### src/sv/imusfd_pkg.sv
// shared types and constants of the imu serial frame decoder
package imusfd_pkg;

    // frame framing bytes
    localparam logic [7:0] SYNC_BYTE = 8'h55;
    localparam logic [7:0] HDR_GYRO  = 8'h52;
    localparam logic [7:0] HDR_ANGLE = 8'h53;

    // byte positions inside a frame
    localparam int unsigned COUNT_W = 4;
    localparam logic [COUNT_W-1:0] COUNT_HUNT  = 4'd0;
    localparam logic [COUNT_W-1:0] COUNT_FIRST = 4'd2;
    localparam logic [COUNT_W-1:0] WORD_FIRST  = 4'd4;
    localparam logic [COUNT_W-1:0] WORD_LAST   = 4'd7;
    localparam logic [COUNT_W-1:0] CHECK_INDEX = 4'd10;

    // frame kind codes
    localparam logic KIND_GYRO  = 1'b0;
    localparam logic KIND_ANGLE = 1'b1;

    // result field widths
    localparam int unsigned RATE_W    = 25;
    localparam int unsigned HEADING_W = 22;
    localparam int unsigned RAW_W     = 16;

    // scale factors to 1/8192 degree units
    localparam logic signed [9:0] RATE_SCALE = 10'sd500;
    localparam logic signed [6:0] YAW_SCALE  = 7'sd45;

    // checked frame handed from the parser to the result stage
    typedef struct packed {
        logic              kind;
        logic [RAW_W-1:0]  word_hi;   // bytes 6-7
        logic [RAW_W-1:0]  word_lo;   // bytes 4-5
    } frame_t;

endpackage

### src/sv/imusfd_parser.sv
// byte hunter, checksum and word capture for 11-byte sensor frames
module imusfd_parser (
    input  logic                 aclk,
    input  logic                 aresetn,
    input  logic                 byte_valid,
    input  logic [7:0]           byte_data,
    input  logic                 frame_move,
    output logic                 frame_valid,
    output imusfd_pkg::frame_t   frame
);
    import imusfd_pkg::*;

    logic [7:0]         prior_byte_reg, prior_byte_next;
    logic [COUNT_W-1:0] byte_count_reg, byte_count_next;
    logic               kind_held_reg, kind_held_next;
    logic [7:0]         running_sum_reg, running_sum_next;
    logic [31:0]        captured_reg, captured_next;
    logic               frame_valid_reg, frame_valid_next;
    frame_t             frame_reg, frame_next;

    // frame state machine on each accepted byte
    always_comb begin
        prior_byte_next  = prior_byte_reg;
        byte_count_next  = byte_count_reg;
        kind_held_next   = kind_held_reg;
        running_sum_next = running_sum_reg;
        captured_next    = captured_reg;
        frame_valid_next = frame_valid_reg && !frame_move;
        frame_next       = frame_reg;
        if (byte_valid) begin
            if (byte_count_reg == COUNT_HUNT) begin
                prior_byte_next = byte_data;
                if (prior_byte_reg == SYNC_BYTE &&
                    (byte_data == HDR_GYRO || byte_data == HDR_ANGLE)) begin
                    byte_count_next  = COUNT_FIRST;
                    kind_held_next   = (byte_data == HDR_ANGLE) ? KIND_ANGLE : KIND_GYRO;
                    running_sum_next = SYNC_BYTE + byte_data;
                    captured_next    = '0;
                end
            end else if (byte_count_reg < CHECK_INDEX) begin
                if (byte_count_reg >= WORD_FIRST && byte_count_reg <= WORD_LAST) begin
                    captured_next[{byte_count_reg[1:0], 3'b000} +: 8] = byte_data;
                end
                running_sum_next = running_sum_reg + byte_data;
                byte_count_next  = byte_count_reg + 1'b1;
            end else begin
                // checksum byte ends the frame either way
                byte_count_next = COUNT_HUNT;
                if (running_sum_reg == byte_data) begin
                    frame_valid_next   = 1'b1;
                    frame_next.kind    = kind_held_reg;
                    frame_next.word_lo = captured_reg[RAW_W-1:0];
                    frame_next.word_hi = captured_reg[2*RAW_W-1:RAW_W];
                end
            end
        end
    end

    // state registers
    always_ff @(posedge aclk) begin
        if (!aresetn) begin
            prior_byte_reg  <= '0;
            byte_count_reg  <= COUNT_HUNT;
            kind_held_reg   <= KIND_GYRO;
            running_sum_reg <= '0;
            captured_reg    <= '0;
            frame_valid_reg <= 1'b0;
        end else begin
            prior_byte_reg  <= prior_byte_next;
            byte_count_reg  <= byte_count_next;
            kind_held_reg   <= kind_held_next;
            running_sum_reg <= running_sum_next;
            captured_reg    <= captured_next;
            frame_valid_reg <= frame_valid_next;
        end
    end

    // checked frame payload
    always_ff @(posedge aclk) begin
        frame_reg <= frame_next;
    end

    assign frame_valid = frame_valid_reg;
    assign frame       = frame_reg;

endmodule

### src/sv/imu_serial_frame_decoder_unit.sv
// top level of the imu serial frame decoder: parser, scaling and result register
// A checked frame is registered in the parser, then in the result register once that is free.
// Throughput: one byte per cycle unless stalled; a good frame needs at least 11 bytes.
// The input stalls only while a checked frame waits behind an untaken result.
// Reset (aresetn low, synchronous) returns to hunting and clears stored values except the frame payload.
module imu_serial_frame_decoder_unit (
    input  logic        aclk,
    input  logic        aresetn,
    input  logic        s_tvalid,
    output logic        s_tready,
    input  logic [7:0]  s_tdata,   // [7:0] rx_byte
    output logic        m_tvalid,
    input  logic        m_tready,
    output logic [71:0] m_tdata,   // [24:0] rate_y, [49:25] rate_z, [71:50] heading
    output logic [0:0]  m_tuser    // [0] frame_kind
);
    import imusfd_pkg::*;

    logic   frame_valid;
    frame_t frame;
    logic   frame_move;
    logic   byte_accept;

    logic                        m_valid_reg, m_valid_next;
    logic                        kind_reg;
    logic signed [RATE_W-1:0]    rate_y_reg, rate_y_next;
    logic signed [RATE_W-1:0]    rate_z_reg, rate_z_next;
    logic signed [HEADING_W-1:0] heading_reg, heading_next;
    logic signed [RATE_W-1:0]    rate_y_full, rate_z_full;
    logic signed [HEADING_W-1:0] heading_full;

    // handshakes
    assign frame_move  = frame_valid && (!m_valid_reg || m_tready);
    assign s_tready    = !frame_valid || frame_move;
    assign byte_accept = s_tvalid && s_tready;

    imusfd_parser u_parser (
        .aclk        (aclk),
        .aresetn     (aresetn),
        .byte_valid  (byte_accept),
        .byte_data   (s_tdata),
        .frame_move  (frame_move),
        .frame_valid (frame_valid),
        .frame       (frame)
    );

    // scale raw words to 1/8192 degree units
    assign rate_y_full  = RATE_W'($signed(frame.word_lo)) * RATE_W'(RATE_SCALE);
    assign rate_z_full  = RATE_W'($signed(frame.word_hi)) * RATE_W'(RATE_SCALE);
    assign heading_full = HEADING_W'($signed(frame.word_hi)) * HEADING_W'(YAW_SCALE);

    // update held values for the frame kind
    always_comb begin
        rate_y_next  = rate_y_reg;
        rate_z_next  = rate_z_reg;
        heading_next = heading_reg;
        m_valid_next = m_valid_reg && !m_tready;
        if (frame_move) begin
            m_valid_next = 1'b1;
            if (frame.kind == KIND_GYRO) begin
                rate_y_next = rate_y_full;
                rate_z_next = rate_z_full;
            end else begin
                heading_next = heading_full;
            end
        end
    end

    // result register and held values
    always_ff @(posedge aclk) begin
        if (!aresetn) begin
            m_valid_reg <= 1'b0;
            kind_reg    <= KIND_GYRO;
            rate_y_reg  <= '0;
            rate_z_reg  <= '0;
            heading_reg <= '0;
        end else begin
            m_valid_reg <= m_valid_next;
            if (frame_move) begin
                kind_reg <= frame.kind;
            end
            rate_y_reg  <= rate_y_next;
            rate_z_reg  <= rate_z_next;
            heading_reg <= heading_next;
        end
    end

    assign m_tvalid = m_valid_reg;
    assign m_tdata  = {heading_reg, rate_z_reg, rate_y_reg};
    assign m_tuser  = kind_reg;

endmodule
### config.mk
export PLATFORM = sky130hd
export DESIGN_NAME = imu_serial_frame_decoder_unit
export DESIGN_NICKNAME = d
export VERILOG_FILES = /design/src/sv/imusfd_pkg.sv /design/src/sv/imusfd_parser.sv /design/src/sv/imu_serial_frame_decoder_unit.sv
export SDC_FILE = /design/constraint.sdc
export NUM_CORES = 1
export LEC_CHECK = 0
export ABC_AREA = 1
export ABC_CLOCK_PERIOD_IN_PS = 5200
export BUFFER_PORTS_ARGS = -buffer_cell sky130_fd_sc_hd__clkbuf_2
export CAP_MARGIN = 10
export CORE_ASPECT_RATIO = 1.25
export CORE_MARGIN = 2
export CORE_UTILIZATION = 50
export CTS_CLUSTER_SIZE = 20
export DETAILED_ROUTE_END_ITERATION = 6
export PLACE_DENSITY = 0.63
export SKIP_CTS_REPAIR_TIMING = 1
export SYNTH_ARGS = -nofsm -noshare
export SYNTH_HDL_FRONTEND = slang
export SYNTH_HIERARCHICAL = 1
export SYNTH_SLANG_ARGS = --single-unit
### constraint.sdc
create_clock -name aclk -period 5.2 [get_ports aclk]
set_clock_uncertainty 0.15 [all_clocks]
set_input_delay 0.26 -clock aclk [delete_from_list [all_inputs] [get_ports aclk]]
set_output_delay 0.26 -clock aclk [all_outputs]
set_load 0.01 [all_outputs]
==> flow_metrics.tcl <==
set metrics [dict create \
    largest_register_ffs 33 \
    critical-path-max-stage-delay_ns 0.54 \
    static-leakage-power_nw 9.08 \
    cts_tree "built" \
    power_density_nw_per_um2 234 \
    io_pins 87 \
    clk-insertion-delay-late_ns 0.45 \
    initial_core_utilization_pct 50.7 \
    cts_buffers 17 \
    regToRegEndpoint "rate_z_reg[21]" \
    fp.dieW_um 160 \
    yosys_register_bits 157 \
    critPathArrivalTime_ns 4.83 \
    die_area_um2 31800 \
    synth_edf_count 33 \
    std_cell_rows 71 \
    ff_latch_area_um2 3470 \
    r2r_slack_ns 0.57 \
    share_of_post_route_cells_with_drive_strength_above_1_pct 7.57 \
    path_cells "inv_1 -> ha_1 -> xnor2_1 -> fa_1 -> fa_1 -> inv_1 -> fa_1 -> inv_1 -> ha_1 -> nand2_1 -> inv_1 -> a21oi_1 -> a21boi_0 -> nand2_1 -> nand2_1 -> nand3_1 -> nand2_1 -> inv_1" \
    post_synth_instance_area_um2 15200 \
    setup_slack_ns 0.572 \
    fp.dieH_um 199 \
    synth.yosys.seq_area_share_pct 22.8 \
    grt_start_max_net_pins 85 \
    timing_worst_slew_pin_value_ns 0.937 \
    timing.slew.headroom_pct 37.5 \
    detailroute.via_count 12200 \
    crit_path_start_kind "flip-flop" \
    final-hold-violation-count 0 \
    dpl.hpwl_mm 29.3 \
    synth_top_flop_cell "dfxtp_1" \
    path_max_fanout 8 \
    placeableCoreArea_um2 30000 \
    worstHoldPathType "in -> reg" \
    cts.sinks 157 \
    yosysTopAreaCellShare_pct 18.2 \
    total_power_w 0.00387 \
    worst_reg2reg_path_startpoint "u_parser/frame[30]" \
    routabilityCongestion 0.948 \
    worst-setup-path-type "reg -> reg" \
    avgViaCountPerCell 4.94 \
    yosysWarnings 6 \
    cap_violations 0 \
    worst-endpoint-required_ns 5.40 \
    finalCritPeriodShare_pct 89.0 \
    clk_pin_slew_ns 0.08 \
    final.fill_count 2954 \
    antennaDiodeCount 0 \
    ys_top_cells_by_area "fa_1 18%, dfxtp_1 16%, ha_1 14%" \
    timing.hold.worst_path_depth 3 \
    fin_hold_ws_ns 0.0461 \
    synthArstFlopShare_pct 0 \
    peakVddDrop_uv 231 \
    status "finished, final reports clean" \
    crit_path_top_delay_cell "fa_1" \
    multiInputGateArea_um2 9630 \
    routed_wire_length_per_instance_um 14.7 \
    firstDrtPassIters 5 \
    place_worst_setup_slack_ns 0.560 \
    fin_setup_tns_ns 0 \
    nets 2372 \
    clock_root_buffer "clkbuf_16" \
    finalSetupViolations 0 \
    drv_slew 0 \
    grt_overflow_total 0 \
    grt_antenna_before_repair 0 \
    yosys.area.top_type "fa_1" \
    synthMostInstantiatedCell "inv_1" \
    syn_to_final_growth_pct 8.62 \
    hold_path.startpoint "aresetn" \
    drt_drc_violations_left 0 \
    synth.distinct_cells 52 \
    dr.first_iter.drc_count 609 \
    commonest_cells_post_synth "493 x inv_1, 329 x nand2_1, 221 x nor2_1, 174 x ha_1, 138 x fa_1" \
    r2r_cells 18 \
    detail-route-antenna-nets 0 \
    timing.critical_path.mode_cell "inv_1" \
    clock_path_buffers 2 \
    fmax_mhz 216 \
    wire_length_of_the_first_global_routing_pass_mm 59.6 \
    global_route.usage.total_pct 23.5 \
    syn_avg_cell_area_um2 7.70 \
    endpoint_kind "flip-flop" \
    vias_in_the_first_global_route 12000 \
    buffer_ports.inserted 82 \
    layout_min_cycle_time_ns 4.63 \
    rsz0062_at_grt "no" \
    hold_path_end "u_parser/captured_reg[10]" \
    netlist_instances 1976 \
    totalWireLength_mm 36.2 \
    cts.htree.levels 4 \
]
-- critical path, delay by kind of cell (launching register included) --
family / cells / cell delay, ns
xor+xnor: 1 / 0.33
flops: 1 / 0.49
buf+inv: 5 / 0.50
fa+ha+maj: 5 / 2.25
compound gates: 2 / 0.40
simple gates: 5 / 0.42
-- placed cells by master (no fill, tap or decap), drive strengths merged, types with 8 or more instances in the layout --
| cell | n |
|---|---|
| dfxtp | 124 |
| nand2 | 334 |
| xnor2 | 16 |
| ha | 174 |
| clkbuf | 99 |
| a21oi | 88 |
| or2 | 8 |
| xor2 | 28 |
| inv | 506 |
| nor3 | 14 |
| a21o | 12 |
| fa | 138 |
| o21a | 18 |
| nor2 | 226 |
| o21bai | 27 |
| nand3 | 102 |
| edfxtp | 33 |
| o21ai | 68 |
-- worst max-delay path by stage --
| stage | startpoint | end | slack (ns) | cells past startpoint |
|---|---|---|---|---|
| 2_1_floorplan | u_parser/frame[31] | rate_z_reg[21] | 0.96 | 18 |
| 3_3_place_gp | u_parser/frame[30] | rate_z_reg[21] | 0.67 | 18 |
| 3_5_place_dp | u_parser/frame[30] | rate_z_reg[21] | 0.56 | 18 |
| 4_1_cts | u_parser/frame[30] | rate_z_reg[21] | 0.55 | 18 |
| 5_1_grt | u_parser/frame[30] | rate_z_reg[21] | 0.23 | 18 |
| 6_report | u_parser/frame[30] | rate_z_reg[21] | 0.57 | 18 |
-- per-layer routing --
layer / wire (um) / GRT usage (%) / part of all wire (%) / vias up
met5: 0 / 0 / 0 / -
met3: 950 / 2.50 / 2.6 / 54
li1: - / - / - / 6177
met1: 15300 / 28.0 / 42 / 5702
met2: 18900 / 43.9 / 52 / 225
met4: 1020 / 8.31 / 2.8 / 0
-- power breakdown --
group	internal (W)	switching, W
Clock	0.000642	0.000618
Combinational	0.000345	0.000672
Sequential	0.00147	0.000129
-- cells by family after synthesis --
| group | after synthesis | synth area share, % |
|---|---|---|
| flip-flops | 157 | 22.8 |
| other | 1 | 0.0246 |
| AO/OA/AOI/OAI | 229 | 8.94 |
| XOR/XNOR | 44 | 2.53 |
| adder cells (fa/ha/maj) | 312 | 32.5 |
| AND/OR/NAND/NOR | 696 | 19.3 |
| buffers and inverters | 537 | 13.9 |
-- stage by stage --
stage | util (%) | cells | area [um^2]
2_1_floorplan | - | 1979 | 15200
3_3_place_gp | 53.1 | 2429 | 15900
3_5_place_dp | 53.1 | 2429 | 15900
4_1_cts | 55.0 | 2461 | 16500
5_1_grt | 55.0 | 2462 | 16500
6_report | 55.0 | 2462 | 16500
-- layout make-up --
type                       instances  share of cell area [%]
clock buffer                      18                    2.60
clock inverter                    14                   0.886
inverter                         498                    11.3
multi-input combinational       1285                    58.3
sequential                       157                    21.0
tap                              401                    3.04
timing repair buffer              89                    2.83
Note: power is estimated with default switching activity, not from simulation.
